$ cat src/design/nearest_point_search_top_defines.svh
// ----------------------------------------------------------------------------
// Assertion macros for the nearest-point search block
// Immediate-consequence and next-cycle checks clocked on clk, off in reset.
// ----------------------------------------------------------------------------
`ifndef NEAREST_POINT_SEARCH_TOP_DEFINES_SVH
`define NEAREST_POINT_SEARCH_TOP_DEFINES_SVH

// The consequent must hold in the same cycle as the antecedent.
`define NPS_ASSERT_NOW(lbl, ante, cons, msg) \
	lbl: assert property (@(posedge clk) disable iff (!arst_n) (ante) |-> (cons)) \
	else $error(msg);

// The consequent must hold in the cycle after the antecedent.
`define NPS_ASSERT_NEXT(lbl, ante, cons, msg) \
	lbl: assert property (@(posedge clk) disable iff (!arst_n) (ante) |=> (cons)) \
	else $error(msg);

`endif

$ cat src/design/nps_pkg.sv
// ----------------------------------------------------------------------------
// nps_pkg
// Types, sizes and helpers shared by the nearest-point search block.
// ----------------------------------------------------------------------------
`default_nettype none

package nps_pkg;

	localparam int MAX_POINTS   = 256;
	localparam int COORD_BITS   = 24;
	localparam int ADDR_BITS    = $clog2(MAX_POINTS);
	localparam int CNT_BITS     = $clog2(MAX_POINTS + 1);
	localparam int SQ_BITS      = 2 * COORD_BITS;
	localparam int DIST_BITS    = SQ_BITS + 2;
	localparam int DRAIN_CYCLES = 3;
	localparam int DRAIN_BITS   = 2;

	typedef enum logic [1:0] {
		OP_LOAD      = 2'd0,
		OP_CLEAR     = 2'd1,
		OP_QUERY_PT  = 2'd2,
		OP_QUERY_IDX = 2'd3
	} op_t;

	typedef enum logic [2:0] {
		ST_IDLE,
		ST_CAPTURE,
		ST_SCAN,
		ST_DRAIN,
		ST_FINISH
	} state_t;

	typedef struct packed {
		logic signed [COORD_BITS-1:0] x;
		logic signed [COORD_BITS-1:0] y;
		logic signed [COORD_BITS-1:0] z;
	} point_t;

	// Candidate leaving the distance pipeline.
	typedef struct packed {
		logic                 valid;
		logic [ADDR_BITS-1:0] idx;
		point_t               pt;
		logic [DIST_BITS-1:0] sq_sum;
	} cand_t;

	// Magnitude of the difference of two signed coordinates; always fits COORD_BITS.
	function automatic logic [COORD_BITS-1:0] abs_diff(
		input logic signed [COORD_BITS-1:0] a,
		input logic signed [COORD_BITS-1:0] b
	);
		logic signed [COORD_BITS:0] d;
		logic [COORD_BITS:0]        m;
		d = {a[COORD_BITS-1], a} - {b[COORD_BITS-1], b};
		m = d[COORD_BITS] ? (~d + (COORD_BITS+1)'(1)) : d;
		return m[COORD_BITS-1:0];
	endfunction

endpackage

`default_nettype wire

$ cat src/design/nps_cell.sv
// ----------------------------------------------------------------------------
// nps_cell
// One slot of the point ring: holds a point and passes it on when shifted.
// ----------------------------------------------------------------------------
`default_nettype none

module nps_cell (
	input  wire logic           clk,
	input  wire logic           shift,
	input  wire nps_pkg::point_t d,
	output nps_pkg::point_t     q
);

	nps_pkg::point_t pt_q;

	always_ff @(posedge clk) begin
		if (shift) begin
			pt_q <= d;
		end
	end

	assign q = pt_q;

endmodule

`default_nettype wire

$ cat config.mk
export PLATFORM = sky130hd
export DESIGN_NAME = nps_cell
export DESIGN_NICKNAME = d
export VERILOG_FILES = /design/src/design/nearest_point_search_top_defines.svh /design/src/design/nps_pkg.sv /design/src/design/nps_cell.sv
export SDC_FILE = /design/constraint.sdc
export NUM_CORES = 1
export LEC_CHECK = 0
export ABC_AREA = 0
export BUFFER_PORTS_ARGS = -buffer_cell sky130_fd_sc_hd__buf_4
export CAP_MARGIN = 20
export CORE_ASPECT_RATIO = 1.5
export CORE_UTILIZATION = 37
export CTS_CLUSTER_SIZE = 24
export DETAILED_ROUTE_END_ITERATION = 8
export GPL_TIMING_DRIVEN = 0
export PLACE_DENSITY = 0.75
export SKIP_LAST_GASP = 1
export SLEW_MARGIN = 25
export SYNTH_ARGS = -nofsm -noshare
export SYNTH_HDL_FRONTEND = slang
export SYNTH_SLANG_ARGS = --single-unit
export TNS_END_PERCENT = 100
$ cat constraint.sdc
create_clock -name clk -period 0.8 [get_ports clk]
set_input_delay 0.04 -clock clk [delete_from_list [all_inputs] [get_ports clk]]
set_output_delay 0.04 -clock clk [all_outputs]
set_load 0.02 [all_outputs]
==> reports/qor.csv <==
stage,metric,value,unit
outcome,outcome,"complete, but fails checks",
outcome,failing checks,setup timing,
power_and_ir_drop,switching power total,2100,uW
worst_setup_path,Top delay family on crit path,flip-flops,
floorplan,width of the die,64.4,um
synthesis,leading post-synthesis cells by cell area,sky130_fd_sc_hd__edfxtp_1 (100%),
route,Routed Antenna Nets,0,
layout,"flip-flop count of the largest register, all copies and words added",72,
floorplan,top-level port count,146,
worst_setup_path,cell type of the slowest stage on the worst timing path,sky130_fd_sc_hd__edfxtp_1,
floorplan,standard cell core area,0.00553,mm2
worst_setup_path,CP Capture Type,output port,
synthesis,cell taking the most area after synthesis,sky130_fd_sc_hd__edfxtp_1,
worst_setup_path,Worst Setup Path Type,flip-flop to output port,
synthesis,Post-synth EDFFs,72,
route,count of routing violations after the opening detailed-route iteration,35,
worst_setup_path,cell chain of the critical path,buf_6,
synthesis,cell area after synthesis,0.00216,mm2
route,First-pass DRT Iterations,4,
sta,Slew @ Worst Pin,0.896,ns
layout,number of multi-input combinational cells in the layout,0,
layout,synthesis-to-layout area growth,110,%
clock_network,number of CTS-inserted buffers,9,
power_and_ir_drop,Max rail drop VDD,0.00183,V
global_route,maximum number of pins on one net before global-route repair,73,
synthesis,Post-Syn Area per Cell,30.0,um2
worst_setup_path,largest incremental delay on the critical path,0.44,ns
power_and_ir_drop,Lkg Pwr,0.00189,uW
power_and_ir_drop,share of total power consumed by net switching,0.226,
sta,peak clock frequency supported by timing,1.01,GHz
synthesis,ranking of synthesized cells by instance count,sky130_fd_sc_hd__edfxtp_1 (72),
power_and_ir_drop,Clk network pwr share,0.325,
global_route,number of global-route vias before repair,1761,
placed_design,port bufs,145,
sta,number of hold violations in the final report,0,
sta,Worst Slack Setup Final,-0.187,ns
worst_setup_path,combined buffer and inverter count along the critical path,1,
sta,setup repair after global routing missed its margin,true,
clock_network,TritonCTS clock tree,yes,
sta,ratio of final minimum period to clock period,1.23,
synthesis,async set or reset register ratio after synthesis,0,
power_and_ir_drop,sequential share of power,0.499,
sta,shortest period the worst path allows,0.987,ns
placed_design,RD Place Congestion,0.681,
floorplan,effective utilization at floorplan,0.391,
synthesis,number of warnings reported in the yosys synthesis log,0,
flow_run,max-capacitance violation count,0,
global_route,global-route wire length before repair,8.69,mm
layout,multi-input gate area in the final layout,0,um2
route,overall via count from detail_route,1627,
hold_path,Hold Path Class,input pin to flip-flop,
worst_setup_path,Setup crit start kind,flip-flop,
synthesis,flop and latch count out of synthesis,72,
floorplan,Die Outline Area,0.00616,mm2
synthesis,top-count cell post-synth,sky130_fd_sc_hd__edfxtp_1,
route,Routed Wire Length,6.16,mm
sta,Total Negative Setup Slacks,-7.83,ns
sta,Slew Limit Fails,0,
global_route,global-route usage over all layers,0.208,
worst_setup_path,Crit path required time,0.76,ns
route,post-DR wirelength/cell,16.4,um
synthesis,sequential-to-total area share from yosys stat,1.00,
worst_setup_path,Arrival @ worst endpoint,0.95,ns
synthesis,net count after synthesis,146,
layout,Filler Cells Inserted,295,
floorplan,placement row count,33,
sta,Max-Slew Margin vs Limit,0.403,
clock_network,Clock Sink Count,72,
clock_network,CTS root buffer,sky130_fd_sc_hd__clkbuf_8,
layout,Final nets,374,
synthesis,number of distinct standard cells referenced by the synthesized netlist,1,
synthesis,share of the synthesized area in the top cell type,1.00,
route,DR vias/cell,4.34,
power_and_ir_drop,combinational share of power,0.177,
floorplan,Die H,95.6,um
global_route,gr ovfl total,0,
clock_network,CTS clock-pin slew for the worst setup and hold paths,0.08,ns
layout,share of post-route cells with drive strength above 1,0.521,
layout,diodes inserted,0,
power_and_ir_drop,cell internal power dissipation,7200,uW
layout,final standard cell utilization of the core,0.821,
sta,final setup violation count,72,
route,post-detailed-route DRC marker count,0,
synthesis,instance count of the mapped netlist,72,
power_and_ir_drop,power density of the placed cells,2050,mW/mm2
synthesis,most frequently used flop master after synthesis,sky130_fd_sc_hd__edfxtp_1,
global_route,number of antenna violations at the first check in global routing,0,
clock_network,Clock H-tree levels,3,
worst_setup_path,biggest fanout along the worst timing path,1,
clock_network,clock buffer depth,2,
[metal layers]
metal	part of all wire	wire (um)	GRT usage
met3	0.063	391	0.0538
met5	0	0	0
met4	0.027	169	0.128
met2	0.58	3550	0.394
met1	0.33	2050	0.194
[power by group through the flow]
stage / Sequential, uW / Clock, uW / Combinational [uW]
after floorplan: 5040 / 0 / 0
after global placement: 4640 / 0 / 1150
after detailed placement: 4650 / 0 / 1170
after CTS: 4620 / 3070 / 1620
after global routing: 4660 / 3220 / 1710
final: 4630 / 3020 / 1640
[layout make-up]
class / count / area [um2] / area share
Sequential cell: 72 / 2160 / 0.476
Timing Repair Buffer: 217 / 2080 / 0.458
Clock buffer: 10 / 128 / 0.0281
Tap cell: 70 / 87.6 / 0.0193
Clock inverter: 6 / 83.8 / 0.0185
[stage by stage]
step                      instances  setup slack, ns  cell area (um2)  power [uW]  hold slack (ns)
final                           375           -0.187             4540        9300            0.335
after global routing            375           -0.214             4540        9590            0.368
after CTS                       375           -0.157             4530        9320            0.356
after detailed placement        287           -0.328             3340        5820            0.219
after global placement          287           -0.292             3340        5790            0.218
after floorplan                  72            0.311             2160        5040            0.139
[cells in the final DEF, fill, tap and decap left out, drive strengths merged]
master | Yosys | layout
buf | 0 | 145
bufinv | 0 | 2
clkbuf | 0 | 10
clkinv | 0 | 2
clkinvlp | 0 | 2
dlygate4sd3 | 0 | 72
edfxtp | 72 | 72
[logic make-up after synthesis]
logic type,count (synthesis),synth area share
DFF,72,1.00
[timing repair]
item,4_1_cts,5_1_grt
setup buffers,0,0
gates resized for setup,70,2
endpoints found under the hold margin,72,0
endpoints found under the setup margin,72,72
hold buffers,72,0
[final timing paths]
check	from	endpoint	cells past startpoint	slack [ns]
max	q[1]$_DFFE_PP_	q[1]	1	-0.19
min	shift	q[35]$_DFFE_PP_	1	0.33
Note: power is estimated with default switching activity, not from simulation.
