<file path="config.mk">
export PLATFORM = sky130hd
export DESIGN_NAME = nps_dist
export DESIGN_NICKNAME = d
export VERILOG_FILES = /design/src/design/nearest_point_search_top_defines.svh /design/src/design/nps_pkg.sv /design/src/design/nps_dist.sv
export SDC_FILE = /design/constraint.sdc
export NUM_CORES = 2
export LEC_CHECK = 0
export BUFFER_PORTS_ARGS = -buffer_cell sky130_fd_sc_hd__buf_4
export CORE_MARGIN = 2
export CORE_UTILIZATION = 25
export CTS_BUF_LIST = sky130_fd_sc_hd__clkbuf_16
export CTS_CLUSTER_DIAMETER = 80
export DETAILED_ROUTE_END_ITERATION = 6
export MAX_ROUTING_LAYER = met4
export SLEW_MARGIN = 10
export SYNTH_ARGS = -nofsm -noshare
export SYNTH_HDL_FRONTEND = slang
export SYNTH_SLANG_ARGS = --single-unit
export TNS_END_PERCENT = 10
</file>
<file path="constraint.sdc">
create_clock -name clk -period 15.95 [get_ports clk]
set_input_delay 2.3925 -clock clk [delete_from_list [all_inputs] [get_ports clk]]
set_output_delay 2.3925 -clock clk [all_outputs]
set_load 0.02 [all_outputs]
</file>
<file path="src/design/nearest_point_search_top_defines.svh">
// ----------------------------------------------------------------------------
// Assertion macros for the nearest-point search block
// Immediate-consequence and next-cycle checks clocked on clk, off in reset.
// ----------------------------------------------------------------------------
`ifndef NEAREST_POINT_SEARCH_TOP_DEFINES_SVH
`define NEAREST_POINT_SEARCH_TOP_DEFINES_SVH

// The consequent must hold in the same cycle as the antecedent.
`define NPS_ASSERT_NOW(lbl, ante, cons, msg) \
	lbl: assert property (@(posedge clk) disable iff (!arst_n) (ante) |-> (cons)) \
	else $error(msg);

// The consequent must hold in the cycle after the antecedent.
`define NPS_ASSERT_NEXT(lbl, ante, cons, msg) \
	lbl: assert property (@(posedge clk) disable iff (!arst_n) (ante) |=> (cons)) \
	else $error(msg);

`endif

</file>
<file path="src/design/nps_pkg.sv">
// ----------------------------------------------------------------------------
// nps_pkg
// Types, sizes and helpers shared by the nearest-point search block.
// ----------------------------------------------------------------------------
`default_nettype none

package nps_pkg;

	localparam int MAX_POINTS   = 256;
	localparam int COORD_BITS   = 24;
	localparam int ADDR_BITS    = $clog2(MAX_POINTS);
	localparam int CNT_BITS     = $clog2(MAX_POINTS + 1);
	localparam int SQ_BITS      = 2 * COORD_BITS;
	localparam int DIST_BITS    = SQ_BITS + 2;
	localparam int DRAIN_CYCLES = 3;
	localparam int DRAIN_BITS   = 2;

	typedef enum logic [1:0] {
		OP_LOAD      = 2'd0,
		OP_CLEAR     = 2'd1,
		OP_QUERY_PT  = 2'd2,
		OP_QUERY_IDX = 2'd3
	} op_t;

	typedef enum logic [2:0] {
		ST_IDLE,
		ST_CAPTURE,
		ST_SCAN,
		ST_DRAIN,
		ST_FINISH
	} state_t;

	typedef struct packed {
		logic signed [COORD_BITS-1:0] x;
		logic signed [COORD_BITS-1:0] y;
		logic signed [COORD_BITS-1:0] z;
	} point_t;

	// Candidate leaving the distance pipeline.
	typedef struct packed {
		logic                 valid;
		logic [ADDR_BITS-1:0] idx;
		point_t               pt;
		logic [DIST_BITS-1:0] sq_sum;
	} cand_t;

	// Magnitude of the difference of two signed coordinates; always fits COORD_BITS.
	function automatic logic [COORD_BITS-1:0] abs_diff(
		input logic signed [COORD_BITS-1:0] a,
		input logic signed [COORD_BITS-1:0] b
	);
		logic signed [COORD_BITS:0] d;
		logic [COORD_BITS:0]        m;
		d = {a[COORD_BITS-1], a} - {b[COORD_BITS-1], b};
		m = d[COORD_BITS] ? (~d + (COORD_BITS+1)'(1)) : d;
		return m[COORD_BITS-1:0];
	endfunction

endpackage

`default_nettype wire

</file>
<file path="src/design/nps_dist.sv">
// ----------------------------------------------------------------------------
// nps_dist
// Three-stage squared-distance pipeline between a candidate and the query.
// ----------------------------------------------------------------------------
`default_nettype none

module nps_dist (
	input  wire logic                          clk,
	input  wire logic                          arst_n,
	input  wire logic                          in_valid,
	input  wire logic [nps_pkg::ADDR_BITS-1:0] in_idx,
	input  wire nps_pkg::point_t               in_pt,
	input  wire nps_pkg::point_t               query,
	output nps_pkg::cand_t                     cand
);

	logic                          valid_s1, valid_s2, valid_s3;
	logic [nps_pkg::ADDR_BITS-1:0] idx_s1, idx_s2, idx_s3;
	nps_pkg::point_t               pt_s1, pt_s2, pt_s3;
	logic [nps_pkg::COORD_BITS-1:0] dx_s1, dy_s1, dz_s1;
	logic [nps_pkg::SQ_BITS-1:0]    sx_s2, sy_s2, sz_s2;
	logic [nps_pkg::DIST_BITS-1:0]  dist_s3;

	always_ff @(posedge clk or negedge arst_n) begin
		if (!arst_n) begin
			valid_s1 <= 1'b0;
			valid_s2 <= 1'b0;
			valid_s3 <= 1'b0;
		end else begin
			valid_s1 <= in_valid;
			valid_s2 <= valid_s1;
			valid_s3 <= valid_s2;
		end
	end

	always_ff @(posedge clk) begin
		idx_s1  <= in_idx;
		pt_s1   <= in_pt;
		dx_s1   <= nps_pkg::abs_diff(in_pt.x, query.x);
		dy_s1   <= nps_pkg::abs_diff(in_pt.y, query.y);
		dz_s1   <= nps_pkg::abs_diff(in_pt.z, query.z);

		idx_s2  <= idx_s1;
		pt_s2   <= pt_s1;
		sx_s2   <= nps_pkg::SQ_BITS'(dx_s1) * nps_pkg::SQ_BITS'(dx_s1);
		sy_s2   <= nps_pkg::SQ_BITS'(dy_s1) * nps_pkg::SQ_BITS'(dy_s1);
		sz_s2   <= nps_pkg::SQ_BITS'(dz_s1) * nps_pkg::SQ_BITS'(dz_s1);

		idx_s3  <= idx_s2;
		pt_s3   <= pt_s2;
		dist_s3 <= nps_pkg::DIST_BITS'(sx_s2) + nps_pkg::DIST_BITS'(sy_s2)
			+ nps_pkg::DIST_BITS'(sz_s2);
	end

	assign cand = {valid_s3, idx_s3, pt_s3, dist_s3};

endmodule

`default_nettype wire

</file>
==> results by group <==
Status
  – Status: complete, no violations

Detailed routing
  – Residual DRC: 0
  – Vias/cell: 4.19
  – WL/cell: 14.8 um
  – First-pass DRT Iterations: 5
  – Drt initial violations: 2150
  – Routed wire length: 162000 um
  – Antenna-violating nets left: 0
  – Routed via count: 46000

Timing
  – Setup TNS: 0 ps
  – RSZ-0062 raised after global routing: no
  – Fmax: 119 MHz
  – Slew headroom: 16.4%
  – Final Cycle Share: 52.6%
  – Setup-failing EPs final: 0
  – Worst-Margin Slew: 1250 ps
  – Fin crit period: 8390 ps
  – Fin Clk Skew: 88.3 ps
  – Slew Viols, Final: 0
  – Hold Violations, Final: 0

Clock network
  – Clock-pin slew on the worst setup and hold paths: 60 ps
  – Clk_lat worst skew: 790 ps
  – Clock root buffer: clkbuf_16
  – PostCTS Resize Cnt: 0
  – Post-CTS Setup Bufs: 0
  – Hold buffers post-CTS: 0
  – Clock Path Buffers: 4
  – Cts bufs inserted: 70
  – Clock tree from TritonCTS: done
  – H-tree levels: 3
  – Clock Sinks: 506

Critical path
  – Critical Path RT: 16560 ps
  – Critical path class: reg -> reg
  – R2R Setup Slk: 7560 ps
  – Arr. time, crit path: 9000 ps
  – CP startpoint: dy_s1[8]
  – Largest stage delay on the critical path: 1080 ps
  – R2R Path Start: dy_s1[8]
  – Critical path's slowest cell: dfxtp_1
  – CP Max Fanout: 24
  – CP cell instances: nand2_1, fa_1, inv_1, fa_1, inv_1, fa_1, fa_1, inv_1, fa_1, fa_1, inv_1, fa_1, inv_1, ha_1, a211oi_1, o21ai_1, or4b_1, o31ai_1, nor3_1, a31oi_1, o31ai_1, a21oi_1, a311o_1, xnor2_1
  – Critical path capture point type: flop
  – Crit-path most repeated cell: fa_1
  – Worst Reg-to-Reg Cells: 24
  – RR Endpoint: sy_s2[40]
  – Startpoint types: flop
  – Worst Setup EP: sy_s2[40]

Global route
  – Met3 Resource Use GR: 1.50%
  – GRT Max-Usage Layer: met2
  – Initial antenna violation count: 9
  – Vias in the first global route: 50000
  – Met1 usage: 15.5%
  – Met2 GRT Util: 21.4%
  – Largest net degree at the start of global routing: 27
  – Global-route wire length before repair: 267000 um
  – GRT Resource Usage Total: 12.5%
  – Grt total ovfl: 0

Synthesis
  – Top-count cell post-synth: inv_1
  – Syn Area/Cell: 9.48 um^2
  – Post-synth cell types: 87
  – Post-synthesis async set-or-reset flop share: 0.593%
  – Netlist Area Pre-Place: 67700 um^2
  – Seq cells post-synth: 506
  – Top cells by area, synth: fa_1 39%, dfxtp_1 15%, ha_1 12%
  – Post-synth top area cell: fa_1
  – Sequential area share after synthesis: 15.0%
  – Top_reg_cell synth: dfxtp_1
  – Ys Warns: 0
  – Post-Syn Instances: 7141
  – Top cells by count, synth: 1914 x inv_1, 1316 x fa_1, 651 x ha_1
  – Yosys top cell area share: 38.9%
  – Number of enable-type register cells in the synthesized netlist: 0

Placement
  – PortBufs: 285
  – Post-DP HPWL: 133000 um
  – Placer Congestion: 0.869

Floorplanning
  – I/O Pins: 286
  – Initial Util: 25.1%
  – Die Y: 524 um
  – Row cnt: 191
  – CORE AREA: 270000 um^2
  – Die footprint: 275000 um^2
  – Die width: 524 um

Final layout
  – Ant. Diodes: 0
  – Fin nets: 9478
  – Layout area overhead: 12.7%
  – Share of cells above drive strength 1: 6.58%

Flow run
  – Max-cap violations: 0

Worst hold path
  – Hold Crit Class: reg -> reg
  – Hold Path Depth: 0
## critical path, delay by kind of cell (launching register included)
kind | cells | cell delay (ps)
adder cells (fa/ha/maj) | 8 | 3900
XOR/XNOR | 1 | 130
AO/OA/AOI/OAI | 7 | 1850
buffers and inverters | 5 | 250
flip-flops | 1 | 1080
AND/OR/NAND/NOR | 3 | 960
## worst min path at each step
stage | startpoint | end | slack [ps]
after detailed placement | pt_s2[55] | cand[105] | 310
after global placement | pt_s2[19] | cand[69] | 310
after CTS | pt_s2[34] | cand[84] | 260
final | pt_s2[34] | cand[84] | 270
after global routing | pt_s2[34] | cand[84] | 280
after floorplan | pt_s2[50] | cand[100] | 310
## sequential cells by signal, summed over array words and instances, names as in the netlist
signal and count:
cand 72, valid_s1 1, idx_s3 8, dx_s1 24, idx_s1 8, pt_s1 72, pt_s2 72, dist_s3 50
sz_s2 47, valid_s3 1, valid_s2 1, sy_s2 47, dy_s1 24, sx_s2 47, dz_s1 24, idx_s2 8
## through the flow
step / util (%) / cell area (um^2) / cells / hold WS [ps] / setup slack (ps)
2_1_floorplan: - / 67700 / 7143 / 310 / 8680
3_5_place_dp: 27.4 / 74000 / 10900 / 312 / 7620
6_report: 28.3 / 76400 / 11000 / 272 / 7560
5_1_grt: 28.3 / 76400 / 11000 / 279 / 6980
3_3_place_gp: 27.4 / 74000 / 10900 / 310 / 7720
4_1_cts: 28.3 / 76400 / 11000 / 264 / 7510
## cell families (layout without fill, tap and decap cells)
logic type | Yosys count | in the layout | synth area share [%]
compound gates | 777 | 777 | 7.53
buf+inv | 2109 | 2371 | 11.7
mux | 12 | 12 | 0.190
fa+ha+maj | 1967 | 1967 | 50.9
other cells | 1 | 3 | 0.00554
flops | 506 | 506 | 15.0
simple gates | 1457 | 1457 | 10.6
xor+xnor | 312 | 312 | 4.05
## area by class of cell
class	instances	area, um^2
Timing Repair Buffer	336	2520
Clock inverter	49	559
Inverter	1914	7180
Sequential cell	506	10100
Clock buffer	72	1800
Multi-Input combinational cell	4528	49700
Fill cell	28600	194000
Tap cell	3570	4470
## per-layer routing
| metal | part of all wire (%) | vias to the layer above | wire (um) |
|---|---|---|---|
| met2 | 49 | 883 | 80200 |
| met3 | 4.2 | 214 | 6890 |
| li1 | - | 22000 | - |
| met1 | 43 | 22900 | 70500 |
| met5 | 0 | - | 0 |
| met4 | 2.8 | 0 | 4580 |
## cell usage in the layout (no fill, tap or decap), types with 31 or more instances in the layout
cell type	Yosys	final
a21o_1	121	121
o21ai_0	108	108
a31oi_1	43	42
a211oi_1	31	31
o21a_1	42	42
xnor2_1	198	198
a21oi_1	234	234
nor3_1	32	32
and2_1	364	364
nand2b_1	36	36
nor2b_1	48	48
buf_4	1	336
nand3_1	44	44
inv_1	1914	1921
ha_1	651	651
fa_1	1316	1316
nor2_1	204	204
xor2_1	113	113
clkbuf_16	0	72
o21bai_1	31	31
dfxtp_1	503	503
nand2_1	580	580
Power is not shown: default switching activity piles up to over one toggle a cycle in this logic, so the estimate is an artifact.
